`src/rtl/core/dbtd_pkg.sv`:
```
// ----------------------------------------------------------------------------
// Dual band tone detector package
// Widths, filter coefficients and control structures shared by the block.
// ----------------------------------------------------------------------------
`default_nettype none

package dbtd_pkg;

	localparam int SAMPLE_W   = 24;
	localparam int Y_W        = 32;
	localparam int D_W        = 33;
	localparam int COEF_W     = 19;
	localparam int PROD_W     = D_W + COEF_W;
	localparam int ACC_W      = PROD_W + 1;
	localparam int MAG_W      = ACC_W - 1;
	localparam int DIGIT_W    = 4;
	localparam int DIGITS     = MAG_W / DIGIT_W;
	localparam int REM_W      = 17;
	localparam int STEP_W     = REM_W + DIGIT_W;
	localparam int CNT_W      = $clog2(DIGITS + 1);
	localparam int PEAK_W     = 31;
	localparam int THR_W      = 31;
	localparam int DEC_W      = 16;
	localparam int NUM_BANDS  = 2;
	localparam int NUM_STAGES = 4;

	localparam int COEF_SCALE = 100000;
	localparam logic [THR_W-1:0] THR_RESET = THR_W'(1000);

	localparam int WINDOW_LENGTH_DEF   = 20;
	localparam int DECISION_PERIOD_DEF = 15;

	// Stage index of the job that scales the last stage output.
	localparam logic [2:0] FINAL_JOB = 3'(NUM_STAGES);

	localparam logic [1:0] TERM_X  = 2'd0;
	localparam logic [1:0] TERM_Y1 = 2'd1;
	localparam logic [1:0] TERM_Y2 = 2'd2;

	// Feedback coefficients are stored negated so that every term is added.
	localparam logic signed [COEF_W-1:0] A1N [NUM_BANDS][NUM_STAGES] = '{
		'{19'sd184923, 19'sd185935, 19'sd184491, 19'sd184919},
		'{19'sd177777, 19'sd179266, 19'sd177360, 19'sd177985}
	};
	localparam logic signed [COEF_W-1:0] A2N [NUM_BANDS][NUM_STAGES] = '{
		'{-19'sd99430, -19'sd99449, -19'sd98644, -19'sd98663},
		'{-19'sd99304, -19'sd99327, -19'sd98345, -19'sd98368}
	};
	localparam logic signed [COEF_W-1:0] GAIN [NUM_BANDS][NUM_STAGES] = '{
		'{19'sd731, 19'sd731, 19'sd728, 19'sd728},
		'{19'sd893, 19'sd893, 19'sd889, 19'sd889}
	};

	typedef struct packed {
		logic mul;
		logic clr;
		logic div;
	} alu_ctrl_t;

	typedef struct packed {
		logic busy;
	} alu_stat_t;

	typedef struct packed {
		logic push;
		logic scan;
	} win_ctrl_t;

	typedef struct packed {
		logic done;
	} win_stat_t;

	// The numerator 100000*(u0-u2) of later stages, scaled by g and divided by
	// 100000, is exactly (u0-u2)*g, so only the first stage keeps the scale.
	function automatic logic signed [COEF_W-1:0] coef_of(input logic band,
		input logic [2:0] stage, input logic [1:0] term);
		logic signed [COEF_W-1:0] c;
		logic [1:0] idx;
		c   = '0;
		idx = stage[1:0];
		if (stage == FINAL_JOB) begin
			if (term == TERM_X)
				c = GAIN[band][NUM_STAGES-1];
		end else begin
			case (term)
				TERM_X: begin
					if (stage == 3'd0)
						c = COEF_W'(COEF_SCALE);
					else
						c = GAIN[band][idx - 2'd1];
				end
				TERM_Y1: c = A1N[band][idx];
				TERM_Y2: c = A2N[band][idx];
				default: c = '0;
			endcase
		end
		return c;
	endfunction

	function automatic logic [STEP_W-1:0] digit_mult(input logic [DIGIT_W-1:0] k);
		return STEP_W'(k) * STEP_W'(COEF_SCALE);
	endfunction

endpackage

`default_nettype wire

```
`src/rtl/core/dbtd_window.sv`:
```
// ----------------------------------------------------------------------------
// Dual band tone detector window store
// Circular buffers of recent band outputs and a sequential peak scan.
// ----------------------------------------------------------------------------
`default_nettype none

module dbtd_window #(
	parameter int WINDOW_LENGTH = dbtd_pkg::WINDOW_LENGTH_DEF
) (
	input  wire logic                              clk,
	input  wire logic                              arst_n,
	input  wire dbtd_pkg::win_ctrl_t               ctrl,
	input  wire logic signed [dbtd_pkg::Y_W-1:0]   lo_data,
	input  wire logic signed [dbtd_pkg::Y_W-1:0]   hi_data,
	output dbtd_pkg::win_stat_t                    stat,
	output logic [dbtd_pkg::PEAK_W-1:0]            lo_peak,
	output logic [dbtd_pkg::PEAK_W-1:0]            hi_peak
);
	import dbtd_pkg::*;

	localparam int AW = (WINDOW_LENGTH > 1) ? $clog2(WINDOW_LENGTH) : 1;
	localparam logic [AW-1:0] LAST = AW'(WINDOW_LENGTH - 1);

	logic signed [Y_W-1:0] mem_lo [WINDOW_LENGTH];
	logic signed [Y_W-1:0] mem_hi [WINDOW_LENGTH];
	logic [WINDOW_LENGTH-1:0] valid_q;
	logic [AW-1:0] wr_ptr_q;
	logic [AW-1:0] rd_ptr_q;
	logic          scan_q;
	logic          take_s1;
	logic          last_s1;
	logic          vld_s1;
	logic signed [Y_W-1:0] lo_s1;
	logic signed [Y_W-1:0] hi_s1;
	logic [Y_W-1:0] lo_peak_q;
	logic [Y_W-1:0] hi_peak_q;
	logic           done_q;
	logic [Y_W-1:0] lo_mag;
	logic [Y_W-1:0] hi_mag;

	// An entry never written since reset counts as zero.
	always_comb begin
		lo_mag = '0;
		hi_mag = '0;
		if (vld_s1) begin
			lo_mag = lo_s1[Y_W-1] ? Y_W'(-lo_s1) : Y_W'(lo_s1);
			hi_mag = hi_s1[Y_W-1] ? Y_W'(-hi_s1) : Y_W'(hi_s1);
		end
		lo_peak = lo_peak_q[Y_W-1] ? {PEAK_W{1'b1}} : lo_peak_q[PEAK_W-1:0];
		hi_peak = hi_peak_q[Y_W-1] ? {PEAK_W{1'b1}} : hi_peak_q[PEAK_W-1:0];
		stat.done = done_q;
	end

	always_ff @(posedge clk) begin
		if (ctrl.push) begin
			mem_lo[wr_ptr_q] <= lo_data;
			mem_hi[wr_ptr_q] <= hi_data;
		end
		lo_s1 <= mem_lo[rd_ptr_q];
		hi_s1 <= mem_hi[rd_ptr_q];
	end

	always_ff @(posedge clk or negedge arst_n) begin
		if (!arst_n) begin
			valid_q   <= '0;
			wr_ptr_q  <= '0;
			rd_ptr_q  <= '0;
			scan_q    <= 1'b0;
			take_s1   <= 1'b0;
			last_s1   <= 1'b0;
			vld_s1    <= 1'b0;
			lo_peak_q <= '0;
			hi_peak_q <= '0;
			done_q    <= 1'b0;
		end else begin
			if (ctrl.push) begin
				valid_q[wr_ptr_q] <= 1'b1;
				wr_ptr_q <= (wr_ptr_q == LAST) ? '0 : wr_ptr_q + 1'b1;
			end
			take_s1 <= scan_q;
			last_s1 <= scan_q && (rd_ptr_q == LAST);
			vld_s1  <= scan_q && valid_q[rd_ptr_q];
			if (ctrl.scan) begin
				scan_q    <= 1'b1;
				rd_ptr_q  <= '0;
				lo_peak_q <= '0;
				hi_peak_q <= '0;
			end else begin
				if (scan_q) begin
					rd_ptr_q <= (rd_ptr_q == LAST) ? '0 : rd_ptr_q + 1'b1;
					if (rd_ptr_q == LAST)
						scan_q <= 1'b0;
				end
				if (take_s1) begin
					if (lo_mag > lo_peak_q)
						lo_peak_q <= lo_mag;
					if (hi_mag > hi_peak_q)
						hi_peak_q <= hi_mag;
				end
			end
			done_q <= take_s1 && last_s1;
		end
	end

endmodule

`default_nettype wire

```
`config.mk`:
```
export PLATFORM = sky130hd
export DESIGN_NAME = dbtd_window
export DESIGN_NICKNAME = d
export VERILOG_FILES = /design/src/rtl/core/dbtd_pkg.sv /design/src/rtl/core/dbtd_window.sv
export SDC_FILE = /design/constraint.sdc
export NUM_CORES = 1
export LEC_CHECK = 0
export ABC_AREA = 1
export ABC_CLOCK_PERIOD_IN_PS = 18700
export BUFFER_PORTS_ARGS = -buffer_cell sky130_fd_sc_hd__clkbuf_2
export CAP_MARGIN = 20
export CORE_MARGIN = 2
export CORE_UTILIZATION = 47
export DETAILED_ROUTE_END_ITERATION = 10
export PLACE_DENSITY = 0.66
export SLEW_MARGIN = 0
export SYNTH_ARGS = -nofsm -noshare
export SYNTH_HDL_FRONTEND = slang
export SYNTH_SLANG_ARGS = --single-unit
export TNS_END_PERCENT = 10
```
`constraint.sdc`:
```
create_clock -name clk -period 18.7 [get_ports clk]
set_clock_uncertainty 0.1 [all_clocks]
set_input_delay 3.74 -clock clk [delete_from_list [all_inputs] [get_ports clk]]
set_output_delay 3.74 -clock clk [all_outputs]
set_load 0.05 [all_outputs]
```
After elaboration in Yosys (flattened, before gate mapping). Memories as Yosys holds them, arrays and structs flattened. A register that Yosys moved wholly into a read port is not among the register bits. Cells that the tools add are included.

Register bits: 99. Memory bits (writable): 1280. Input port bits: 68. Logic and storage cells: 59. Memories: 2.

Memory list: mem_hi (words 20, width 32, rd ports 1, clocked after memory_dff 1, write ports 1, line dbtd_window.sv:25) `logic signed [Y_W-1:0] mem_hi [WINDOW_LENGTH];`; mem_lo (words 20, width 32, rd ports 1, clocked after memory_dff 1, write ports 1, line dbtd_window.sv:24) `logic signed [Y_W-1:0] mem_lo [WINDOW_LENGTH];`.

$add $sub $neg: 4. Order comparisons: 5. Equality and inequality tests: 2. Multiplexer cells: 25. Bitwise gates (word level): 1. Reduce and logical (&&, ||, !) cells: 10.

Operators by type and width (count): two-way mux 32 bit (10); > comparator 32 bit (2); negator 32 bit (2); two-way mux 31 bit (2); two-way mux 5 bit (4); bitwise OR 20 bit (1); less-than comparator 5 x 6 -> 1 bit (second input constant) (2); adder 5 x 1 -> 5 bit (second input constant) (2); == test 5 bit (second input constant) (2); nonzero test 2 bit (4); two-way mux 1 bit (7); binary-select mux 1 bit (select 5 bit) (1); demux 1 bit (select 5 bit) (1); greater-or-equal comparator 5 x 1 -> 1 bit (second input constant) (1); logical AND 1 bit (4); AND reduction 2 bit (2).

Longest topological paths before layout.
Word-level depth: 7. Depth in mapped cells: 24.

Least setup slack after synthesis. Ideal clock, no wire load.

Kind: input to register. Start: input ctrl[1] in the netlist's numbering. End: register valid_q[7]. Setup time: 92 ps. Arrival time: 9177 ps. Setup slack: 9331 ps. Stages: 6. Path buffers: 1. Cell sequence: clkbuf_1 > nand2_1 > nor2_1 > inv_1 > nor3_1 > or2_2.

RTL lines: start: declaration (line dbtd_window.sv:12) `input wire dbtd_pkg::win_ctrl_t ctrl,`; end signal: assignment (line dbtd_window.sv:65) `valid_q <= '0;`; end signal: indexed assignment (line dbtd_window.sv:77) `valid_q[wr_ptr_q] <= 1'b1;`; end: declaration (line dbtd_window.sv:26) `logic [WINDOW_LENGTH-1:0] valid_q;`.

Worst setup path in the final report.
Start: register hi_peak_q[31]. End: output hi_peak[22] in the netlist's numbering.

Longest elaborated chain between the ends: 1.

RTL lines: start: declaration (line dbtd_window.sv:36) `logic [Y_W-1:0] hi_peak_q;`; start signal: assignment (line dbtd_window.sv:98) `hi_peak_q <= hi_mag;`; two-way mux 31 bit (line dbtd_window.sv:50) `hi_peak = hi_peak_q[Y_W-1] ? {PEAK_W{1'b1}} : hi_peak_q[PEAK_W-1:0];`; end: declaration (line dbtd_window.sv:17) `output logic [dbtd_pkg::PEAK_W-1:0] hi_peak`.

No other way between the ends.

==> reports/qor.yml <==
status: "completed"
drive_gt1_frac: 0.0919
cp_max_fo: 31
worst_hold_path_type: "reg -> reg"
fill_cells: 10400
r2r_slack_ns: 13.32
gp_congestion: 0.867
syn2layout_area_growth_pct: 11.0
yosys_warnings: 0
pin_count: 131
via_count: 38900
synth.distinct_cells: 48
nets: 5088
worst_hold_slack_ns: 0.360
tightest_slew_ns: 1.08
hpwl_mm: 87.0
grt_max_degree: 178
max_slew_margin: 0.277
synthArstFlopShare: 0.0686
startpoint_type: "register"
synth_nets: 5071
cts_tree: "yes"
cellPowerDensity_mw_per_mm2: 125
routed_wl_mm: 151
start_util: 0.473
final_hold_viol_count: 0
postLayoutCoreUtil: 0.524
cts-root-buf: "clkbuf_16"
final-instance-count-excl-fill: 6722
overflow: 0
syn_inst: 4932
first_pass_iters: 6
grt_use_total: 0.230
cts_setup_buffers: 0
rows: 130
clk_pin_slew_worst_paths_ns: 0.06
setup_viol: 0
viasPerCell: 5.79
dieArea_mm2: 0.129
ctsResizeCount: 0
cp.required_ns: 14.86
maxSlewViolCount: 0
vdd_ir_drop_max_v: 0.0000942
numCtsBuffers: 144
seq_area_frac_synth: 0.712
dp.cells: 6450
design_area_mm2: 0.0658
die_w_um: 359
multi_input_area_mm2: 0.0150
period_needed_ns: 6.09
criticalPathCategory: "reg -> out"
port_buffers: 130
avgSynthCellArea_um2: 12.0
antenna_found_initial: 12
cts.sink_count: 1443
ant_nets: 0
avgRoutedWirePerCell_um: 22.5
dp_slack_ns: 12.28
power_leakage_nw: 23.3
fin_setup_tns_ns: 0
clkLatencyLatePin_ns: 0.78
worstPathArrival_ns: 2.25
post-route-period-util: 0.326
h-tree-depth: 4
ctsHoldBuffers: 0
core-area_mm2: 0.125
place_area_mm2: 0.0610
grt_pass1_wl_mm: 226
synth_edf_count: 1280
grt_setup_unrepaired: "no"
cp-end-kind: "output pin"
layout.area.seq_mm2: 0.0422
drtIter0Drc: 4806
maxCapViolCount: 0
yosys_most_used_dff: "edfxtp_1"
drcViolationCount: 0
die_h_um: 359
synth_seq_cells: 1443
total_power_mw: 8.23
max_freq_ghz: 0.164
grt_pass1_vias: 36400
synth.cell_area_mm2: 0.0593
clockBufferDepth: 3
finalWorstSetupSlack_ns: 12.61
## cells by family (layout without fill, tap and decap cells)
family	after synthesis	after routing	synth area share
adders and majority gates	71	71	0.0150
buffers and inverters	496	634	0.0384
xor gates and xnor gates	4	4	0.000591
AOI/OAI and AO/OA	1245	1245	0.118
and+or+nand+nor	1673	1673	0.116
other	0	2	0
DFF	1443	1443	0.712
## layout by cell type (no fill, tap or decap), types with 71 or more instances in the layout
cell type and count:
nand2_1 496, dfrtp_1 95, ha_1 71, a21oi_1 203, inv_1 172, o221ai_1 102
clkbuf_16 146, edfxtp_1 1280, clkbuf_2 129, nand3_1 224, nor2_1 828, o22ai_1 213
o21ai_0 664
## worst paths after layout
| check | from | to | cells past startpoint |
|---|---|---|---|
| max | hi_peak_q[31]$_DFFE_PN0P_ | hi_peak[22] | 3 |
| min | valid_q[17]$_DFFE_PN0P_ | valid_q[17]$_DFFE_PN0P_ | 2 |
| max in group asynchronous | arst_n | rd_ptr_q[2]$_DFFE_PN0P_ | 2 |
| min reg2reg | valid_q[17]$_DFFE_PN0P_ | valid_q[17]$_DFFE_PN0P_ | 2 |
| min in group asynchronous | arst_n | hi_peak_q[18]$_DFFE_PN0P_ | 1 |
| max reg2reg | rd_ptr_q[0]$_DFFE_PN0P_ | hi_s1[4]$_DFF_P_ | 10 |
## worst max-delay path: stages, from the launching register on
cell	delay [ns]
dfrtp_1	0.39
inv_1	0.64
nand2_1	0.17
clkbuf_2	0.29
## layout make-up
type	instances	share of cell area
clock inverters	82	0.0124
flip-flops and latches	1443	0.642
diodes	2	0.0000761
inverters	180	0.0109
repair buffers	187	0.0177
clock buffers	185	0.0582
multi-input cells	2993	0.227
well taps	1650	0.0314
## report_power, final
group	internal, mW	switching [mW]	leakage [nW]
clock	1.64	1.21	2.27
sequential	3.69	0.107	13.3
combinational	0.412	1.18	7.67
## state kept, by name, summed over array words and instances, names as in the netlist
| signal | flops |
|---|---|
| hi_s1 | 32 |
| wr_ptr_q | 5 |
| vld_s1 | 1 |
| rd_ptr_q | 5 |
| stat | 1 |
| valid_q | 20 |
| mem_hi | 640 |
| take_s1 | 1 |
| scan_q | 1 |
| lo_s1 | 32 |
| mem_lo | 640 |
| last_s1 | 1 |
| hi_peak_q | 32 |
| lo_peak_q | 32 |
## synth_stat cells, drive strengths merged, types with 41 or more instances
cell	n	area share
clkbuf	157	0.010
edfxtp	1280	0.65
o21ai	685	0.058
ha	71	0.015
nand2	505	0.032
buf	159	0.017
o22ai	213	0.022
nand3	230	0.020
nand4	41	0.0044
inv	179	0.011
dfrtp	99	0.042
nor2	861	0.055
o221ai	102	0.015
dfxtp	64	0.022
a21oi	205	0.018
## layer usage
metal	track usage	vias to the layer above	share of wire
li1	-	17900	-
met1	0.336	19100	0.43
met2	0.355	1699	0.45
met3	0.0469	191	0.093
met4	0.0551	0	0.020
met5	0	-	0
No activity file was read; power rests on OpenSTA's default activity.
