### src/rtl/core/dbtd_pkg.sv
// ----------------------------------------------------------------------------
// Dual band tone detector package
// Widths, filter coefficients and control structures shared by the block.
// ----------------------------------------------------------------------------
`default_nettype none

package dbtd_pkg;

	localparam int SAMPLE_W   = 24;
	localparam int Y_W        = 32;
	localparam int D_W        = 33;
	localparam int COEF_W     = 19;
	localparam int PROD_W     = D_W + COEF_W;
	localparam int ACC_W      = PROD_W + 1;
	localparam int MAG_W      = ACC_W - 1;
	localparam int DIGIT_W    = 4;
	localparam int DIGITS     = MAG_W / DIGIT_W;
	localparam int REM_W      = 17;
	localparam int STEP_W     = REM_W + DIGIT_W;
	localparam int CNT_W      = $clog2(DIGITS + 1);
	localparam int PEAK_W     = 31;
	localparam int THR_W      = 31;
	localparam int DEC_W      = 16;
	localparam int NUM_BANDS  = 2;
	localparam int NUM_STAGES = 4;

	localparam int COEF_SCALE = 100000;
	localparam logic [THR_W-1:0] THR_RESET = THR_W'(1000);

	localparam int WINDOW_LENGTH_DEF   = 20;
	localparam int DECISION_PERIOD_DEF = 15;

	// Stage index of the job that scales the last stage output.
	localparam logic [2:0] FINAL_JOB = 3'(NUM_STAGES);

	localparam logic [1:0] TERM_X  = 2'd0;
	localparam logic [1:0] TERM_Y1 = 2'd1;
	localparam logic [1:0] TERM_Y2 = 2'd2;

	// Feedback coefficients are stored negated so that every term is added.
	localparam logic signed [COEF_W-1:0] A1N [NUM_BANDS][NUM_STAGES] = '{
		'{19'sd184923, 19'sd185935, 19'sd184491, 19'sd184919},
		'{19'sd177777, 19'sd179266, 19'sd177360, 19'sd177985}
	};
	localparam logic signed [COEF_W-1:0] A2N [NUM_BANDS][NUM_STAGES] = '{
		'{-19'sd99430, -19'sd99449, -19'sd98644, -19'sd98663},
		'{-19'sd99304, -19'sd99327, -19'sd98345, -19'sd98368}
	};
	localparam logic signed [COEF_W-1:0] GAIN [NUM_BANDS][NUM_STAGES] = '{
		'{19'sd731, 19'sd731, 19'sd728, 19'sd728},
		'{19'sd893, 19'sd893, 19'sd889, 19'sd889}
	};

	typedef struct packed {
		logic mul;
		logic clr;
		logic div;
	} alu_ctrl_t;

	typedef struct packed {
		logic busy;
	} alu_stat_t;

	typedef struct packed {
		logic push;
		logic scan;
	} win_ctrl_t;

	typedef struct packed {
		logic done;
	} win_stat_t;

	// The numerator 100000*(u0-u2) of later stages, scaled by g and divided by
	// 100000, is exactly (u0-u2)*g, so only the first stage keeps the scale.
	function automatic logic signed [COEF_W-1:0] coef_of(input logic band,
		input logic [2:0] stage, input logic [1:0] term);
		logic signed [COEF_W-1:0] c;
		logic [1:0] idx;
		c   = '0;
		idx = stage[1:0];
		if (stage == FINAL_JOB) begin
			if (term == TERM_X)
				c = GAIN[band][NUM_STAGES-1];
		end else begin
			case (term)
				TERM_X: begin
					if (stage == 3'd0)
						c = COEF_W'(COEF_SCALE);
					else
						c = GAIN[band][idx - 2'd1];
				end
				TERM_Y1: c = A1N[band][idx];
				TERM_Y2: c = A2N[band][idx];
				default: c = '0;
			endcase
		end
		return c;
	endfunction

	function automatic logic [STEP_W-1:0] digit_mult(input logic [DIGIT_W-1:0] k);
		return STEP_W'(k) * STEP_W'(COEF_SCALE);
	endfunction

endpackage

`default_nettype wire

### src/rtl/core/dbtd_alu.sv
// ----------------------------------------------------------------------------
// Dual band tone detector arithmetic unit
// Shared multiply-accumulate and a radix-16 divider by the coefficient scale.
// ----------------------------------------------------------------------------
`default_nettype none

module dbtd_alu (
	input  wire logic                               clk,
	input  wire logic                               arst_n,
	input  wire dbtd_pkg::alu_ctrl_t                ctrl,
	input  wire logic signed [dbtd_pkg::COEF_W-1:0] coef,
	input  wire logic signed [dbtd_pkg::D_W-1:0]    opnd,
	output dbtd_pkg::alu_stat_t                     stat,
	output logic signed [dbtd_pkg::Y_W-1:0]         quo
);
	import dbtd_pkg::*;

	logic signed [PROD_W-1:0] prod_s1;
	logic                     prod_vld_s1;
	logic signed [ACC_W-1:0]  acc_q;
	logic [MAG_W-1:0]         mag_q;
	logic [REM_W-1:0]         rem_q;
	logic                     neg_q;
	logic [CNT_W-1:0]         cnt_q;
	logic                     busy_q;

	logic [STEP_W-1:0]  step_val;
	logic [14:0]        ge;
	logic [DIGIT_W-1:0] digit;
	logic [STEP_W-1:0]  step_rem;
	logic [ACC_W-1:0]   acc_abs;
	logic [Y_W-1:0]     quo_mag;

	// One quotient digit per cycle: the remainder stays below the divisor.
	always_comb begin
		step_val = {rem_q, mag_q[MAG_W-1 -: DIGIT_W]};
		for (int k = 1; k < 16; k++)
			ge[k-1] = step_val >= digit_mult(DIGIT_W'(k));
		digit    = DIGIT_W'($countones(ge));
		step_rem = step_val - digit_mult(digit);
		acc_abs  = acc_q[ACC_W-1] ? ACC_W'(-acc_q) : ACC_W'(acc_q);
		quo_mag  = mag_q[Y_W-1:0];
		quo      = neg_q ? Y_W'(-quo_mag) : Y_W'(quo_mag);
		stat.busy = busy_q;
	end

	always_ff @(posedge clk or negedge arst_n) begin
		if (!arst_n) begin
			prod_vld_s1 <= 1'b0;
			acc_q       <= '0;
			busy_q      <= 1'b0;
			cnt_q       <= '0;
		end else begin
			prod_vld_s1 <= ctrl.mul;
			if (ctrl.clr)
				acc_q <= '0;
			else if (prod_vld_s1)
				acc_q <= acc_q + ACC_W'(prod_s1);
			if (ctrl.div) begin
				busy_q <= 1'b1;
				cnt_q  <= CNT_W'(DIGITS);
			end else if (busy_q) begin
				cnt_q <= cnt_q - 1'b1;
				if (cnt_q == CNT_W'(1))
					busy_q <= 1'b0;
			end
		end
	end

	always_ff @(posedge clk) begin
		if (ctrl.mul)
			prod_s1 <= coef * opnd;
		if (ctrl.div) begin
			neg_q <= acc_q[ACC_W-1];
			mag_q <= acc_abs[MAG_W-1:0];
			rem_q <= '0;
		end else if (busy_q) begin
			mag_q <= {mag_q[MAG_W-DIGIT_W-1:0], digit};
			rem_q <= step_rem[REM_W-1:0];
		end
	end

endmodule

`default_nettype wire

### config.mk
export PLATFORM = sky130hd
export DESIGN_NAME = dbtd_alu
export DESIGN_NICKNAME = d
export VERILOG_FILES = /design/src/rtl/core/dbtd_pkg.sv /design/src/rtl/core/dbtd_alu.sv
export SDC_FILE = /design/constraint.sdc
export NUM_CORES = 2
export LEC_CHECK = 0
export ABC_AREA = 1
export BUFFER_PORTS_ARGS = -buffer_cell sky130_fd_sc_hd__buf_4
export CORE_MARGIN = 8
export CORE_UTILIZATION = 40
export CTS_CLUSTER_DIAMETER = 40
export DETAILED_ROUTE_END_ITERATION = 12
export SKIP_CTS_REPAIR_TIMING = 1
export SYNTH_ARGS = -nofsm -noshare
export SYNTH_HDL_FRONTEND = slang
export SYNTH_SLANG_ARGS = --single-unit
### constraint.sdc
create_clock -name clk -period 21.2 [get_ports clk]
set_input_delay 1.06 -clock clk [delete_from_list [all_inputs] [get_ports clk]]
set_output_delay 1.06 -clock clk [all_outputs]
set_load 0.02 [all_outputs]
Word level (Yosys, flattened, before mapping):

Index checks and enable logic that the tools add are counted.

* output and inout bits: 33
* bits of input ports: 57
* word-level logic and storage cells: 58
* register bits after elaboration: 181

* equal/unequal tests: 1
* magnitude comparators: 15
* $mul: 2
* mux-type cells: 11
* add/sub/neg operators: 19
* reduce and logical (&&, ||, !) cells: 2

Operators with widths (number)
* 2-to-1 mux 52 bit: 3
* 2-to-1 mux 53 bit: 2
* >= comparator 21 x 20 -> 1 bit (second input constant): 5
* >= comparator 21 bit (second input constant): 5
* >= comparator 21 x 19 -> 1 bit (second input constant): 3
* adder 53 x 52 -> 53 bit: 1
* multiplier 19 x 33 -> 52 bit: 1
* negation 52 bit: 1
* 2-to-1 mux 32 bit: 1
* negation 32 bit: 1
* >= comparator 21 x 17 -> 1 bit (second input constant): 1
* >= comparator 21 x 18 -> 1 bit (second input constant): 1
* subtractor 17 bit: 1
* adder 1 x 1 -> 2 bit: 7
* multiplier 4 x 12 -> 12 bit (second input constant): 1
* adder 2 x 2 -> 3 bit: 3
* adder 3 x 3 -> 4 bit: 2
* 2-to-1 mux 4 bit: 2
* adder 4 bit: 1
* == test 4 x 1 -> 1 bit (second input constant): 1
* nonzero test 2 bit: 2
* subtractor 4 x 1 -> 4 bit (second input constant): 1
* adder 2 x 1 -> 3 bit: 1
* 2-to-1 mux 1 bit: 3

Logic depth before layout (Yosys ltp):

* word-level depth: 7
* depth in mapped cells: 36
* gate-level depth less buffers: 36

Least setup slack after synthesis:

OpenSTA, ideal clock, no wires.

* path type: in2reg
* start point: in opnd[32] (netlist name)
* end point: reg prod_s1[51], data pin
* required time: 20.948 ns
* arrival: 7.023 ns
* setup slack: 13.925 ns
* stages on the path: 25
* library setup time: 0.252 ns
* buffers on the path: 2
* cell sequence: clkbuf_1 > clkbuf_1 > nand2_1 > inv_1 > fa_1 > inv_1 > fa_1 > inv_1 > fa_1 > inv_1 > fa_1 > fa_1 > fa_1 > inv_1 > ha_1 > ha_1 > inv_1 > nor3_1 > nand2_1 > nor2_1 > nand3_1 > inv_1 > nor2_1 > nand2_1 > nand2_1

* cells in the longest elaborated chain, start to end: 1

RTL lines
* start: declaration: RTL line dbtd_alu.sv:12 `input wire logic signed [dbtd_pkg::D_W-1:0] opnd,`
* multiplier 19 x 33 -> 52 bit: RTL line dbtd_alu.sv:72 `prod_s1 <= coef * opnd;`
* end signal: assignment: RTL line dbtd_alu.sv:72
* end: declaration: RTL line dbtd_alu.sv:18 `logic signed [PROD_W-1:0] prod_s1;`

No other way between the ends.
A chain may end at the register's enable or synchronous reset.

Worst setup path after layout:

* start point: reg rem_q[8]
* end point: reg rem_q[16]

* cells in the longest elaborated chain, start to end: 7
* elaborated cells between the ends (all ways): 31
* classes of those cells: add/sub: 15; mul: 1; order compare: 15

RTL lines
* start: declaration: RTL line dbtd_alu.sv:22 `logic [REM_W-1:0] rem_q;`
* start signal: assignment: RTL line dbtd_alu.sv:79 `rem_q <= step_rem[REM_W-1:0];`
* >= comparator 21 x 17 -> 1 bit, or another cell as far along: RTL line dbtd_alu.sv:38 `ge[k-1] = step_val >= digit_mult(DIGIT_W'(k));`
* adder 1 x 1 -> 2 bit (not written as such): RTL line dbtd_alu.sv:39 `digit = DIGIT_W'($countones(ge));`
* adder 2 x 2 -> 3 bit (not written as such) or adder 2 x 1 -> 3 bit (tied branches): RTL line dbtd_alu.sv:39
* adder 3 x 3 -> 4 bit (not written as such): RTL line dbtd_alu.sv:39
* adder 4 bit (not written as such): RTL line dbtd_alu.sv:39
* multiplier 4 x 12 -> 12 bit: RTL line dbtd_pkg.sv:101 `return STEP_W'(k) * STEP_W'(COEF_SCALE);`
* subtractor 17 bit *: RTL line dbtd_alu.sv:40 `step_rem = step_val - digit_mult(digit);`

Every way passes the cells marked *; elsewhere a longest branch is shown, timed or not.

==> results.md <==
* Fin crit period at 7830 ps
* Worst r2r path cells at 29
* Most used cell, CP: fa_1
* Mapped Area at 38200 sq um
* Fin worst setup slack at 13370 ps
* Final slew viol count at 0
* Detailed Route Iter0 Violations at ~2000
* Tcrit/Tclk final at 0.369
* Largest area contributor in the netlist: fa_1
* Vias per Instance at 4.96
* Post-synth EDFFs at roughly 110
* Main area contributors after synthesis: fa_1 32%, nand2_1 15%, inv_1 12%
* Worst setup SP type: flip-flop
* Flop-to-flop setup slack at 13370 ps
* Wire per inst at 17.8 um
* Clock Tree Buf Depth at 2
* Commonest non-fill, non-tap cell in the layout: nand2_1
* Outcome: complete, no violations
* Antenna cells at 0
* Reg2reg end: rem_q[16]$_SDFFE_PP0P_
* WP data required at approximately 22000 ps
* Post-synth top flop: edfxtp_1
* Ports at 90
* Layout Nets at 6093
* Layout cells sized above 1 at 0.0507
* Syn_area_per_cell at 7.27 sq um
* WP data arrival at 8180 ps
* Register area share after synthesis at 0.130
* GRT Overall Usage at 0.219
* Crit-path max FO at 8
* CTS root buf: clkbuf_16
* Synth Warn # at 0
* Worst min-delay path class: in -> async
* Commonest non-fill, non-tap cells in the layout: 1552 x nand2_1, 1228 x inv_1, 619 x fa_1, 321 x nor2_1, 225 x ha_1
* Via count of the first global-routing pass at 33846
* Placed inst area at 39800 sq um
* Placed wire-length estimate at about 95000 um
* Residual DRC at 0
* Worst-path clk slew at 70 ps
* Slew margin rel. at 0.285
* Skew-Pair Late Insertion Delay at 500 ps
* Initial antenna violation count at 0
* P&R area growth vs syn at 5.72%
* Chip Width at 325 um
* Flops & latches, synth at 181
* # rows at between 100 and 150
* Worst r2r src: rem_q[8]$_SDFFE_PP0P_
* Post-synth ARST share at 0.326
* First-pass GRT wire length at 186000 um
* Element type at the critical path end: flip-flop
* WL final at around 110000 um
* Dpl ws at 13290 ps
* Critical-path top delay cell: fa_1
* Worst Skew at 22.3 ps
* Top cell type's share of synthesized area at 0.324
* Final setup viols at 0
* Slew @ Worst Pin at approximately 1100 ps
* Fin area at between 40000 and 50000 sq um
* Largest net degree at the start of global routing at 68
* Max Clock Freq at around 130 MHz
* CTS tree: built
* Unrepaired setup endpoints after global routing: false
* Clock sinks at 181
* Worst setup path category: reg -> reg
* Overflow after GRT at 0
* Die area at 106000 sq um
* DRT antenna net count at 0
* Post-Synthesis Cells at 5255
* PortBufs at around 90
* Chip height at 325 um
* Starting density of the core at 0.403
* Htree depth at 4
* Fin cells at 6470
* Drt first pass iters at 7
* Count of final hold-check violations at 0
* Fin Setup TNS at 0 ps
* Slowest stage delay, CP at 710 ps
* Core area at 94900 sq um
* Vias post-DR at roughly 32000
* Number of CTS-inserted buffers at 17
* Fill cells at 9906
* Cell variety after synth at 56
* Max cap viols at 0
* Syn nets at a little over 6000
* Gp weighted congestion at 0.980
* Placed insts at 6438
cell type report:
class | count | area, sq um | share of cell area
multi-input combinational | 3647 | 27900 | 0.690
clock inverter | 13 | 131 | 0.00325
timing repair buffer | 96 | 721 | 0.0178
clock buffer | 19 | 433 | 0.0107
tap | 1265 | 1580 | 0.0392
sequential | 181 | 4970 | 0.123
inverter | 1249 | 4690 | 0.116
registers in the layout (all words and copies together) (netlist names):
signal and cells:
acc_q 53, mag_q 52, prod_s1 52, rem_q 17, cnt_q 4, neg_q 1
prod_vld_s1 1, stat 1
how the worst max path moves through the flow:
stage	slack, ps	cells past startpoint	start	end
after floorplan	13930	25	opnd[32]	prod_s1[51]$_DFFE_PP_
after global placement	13380	23	coef[18]	prod_s1[38]$_DFFE_PP_
after detailed placement	13290	23	coef[18]	prod_s1[38]$_DFFE_PP_
after CTS	13370	29	rem_q[8]$_SDFFE_PP0P_	rem_q[16]$_SDFFE_PP0P_
after global routing	12870	29	rem_q[12]$_SDFFE_PP0P_	rem_q[16]$_SDFFE_PP0P_
final	13370	29	rem_q[8]$_SDFFE_PP0P_	rem_q[16]$_SDFFE_PP0P_
cell usage after synthesis, types with 37 or more instances:
cell type and n:
nand2_1 1552, inv_1 1229, fa_1 619, nor2_1 322, ha_1 225, nand3_1 205
o21ai_0 152, clkbuf_1 141, a21oi_1 139, edfxtp_1 105, xor2_1 71, dfrtp_1 59
nand4_1 48, or2_2 37
per-stage QoR:
stage	util	hold slack, ps
after floorplan	-	422
after global placement	0.420	434
after detailed placement	0.420	441
after CTS	0.426	367
after global routing	0.426	391
final	0.426	395
layer usage:
metal	part of all wire	vias to the layer above	GRT usage
met5	0	-	0
met4	0.033	0	0.0693
met3	0.042	171	0.0244
met2	0.47	766	0.374
met1	0.45	15673	0.291
li1	-	15494	-
worst max-delay path: cells and delay by family, from the launching register on:
kind | cells | cell delay, ps
AND/OR/NAND/NOR | 2 | 470
AO/OA/AOI/OAI | 11 | 1660
adder cells (fa/ha/maj) | 10 | 4400
flip-flops | 1 | 370
XOR/XNOR | 2 | 300
buffers and inverters | 4 | 500
logic make-up (layout without fill, tap and decap cells):
group / after synthesis / in the layout / synth area share
buf+inv: 1427 / 1377 / 0.141
fa+ha+maj: 844 / 844 / 0.398
simple gates: 2285 / 2285 / 0.247
compound gates: 414 / 414 / 0.0606
xor+xnor: 104 / 104 / 0.0238
flops: 181 / 181 / 0.130
Power is not shown: default switching activity piles up to over one toggle a cycle in this logic, so the estimate is an artifact.
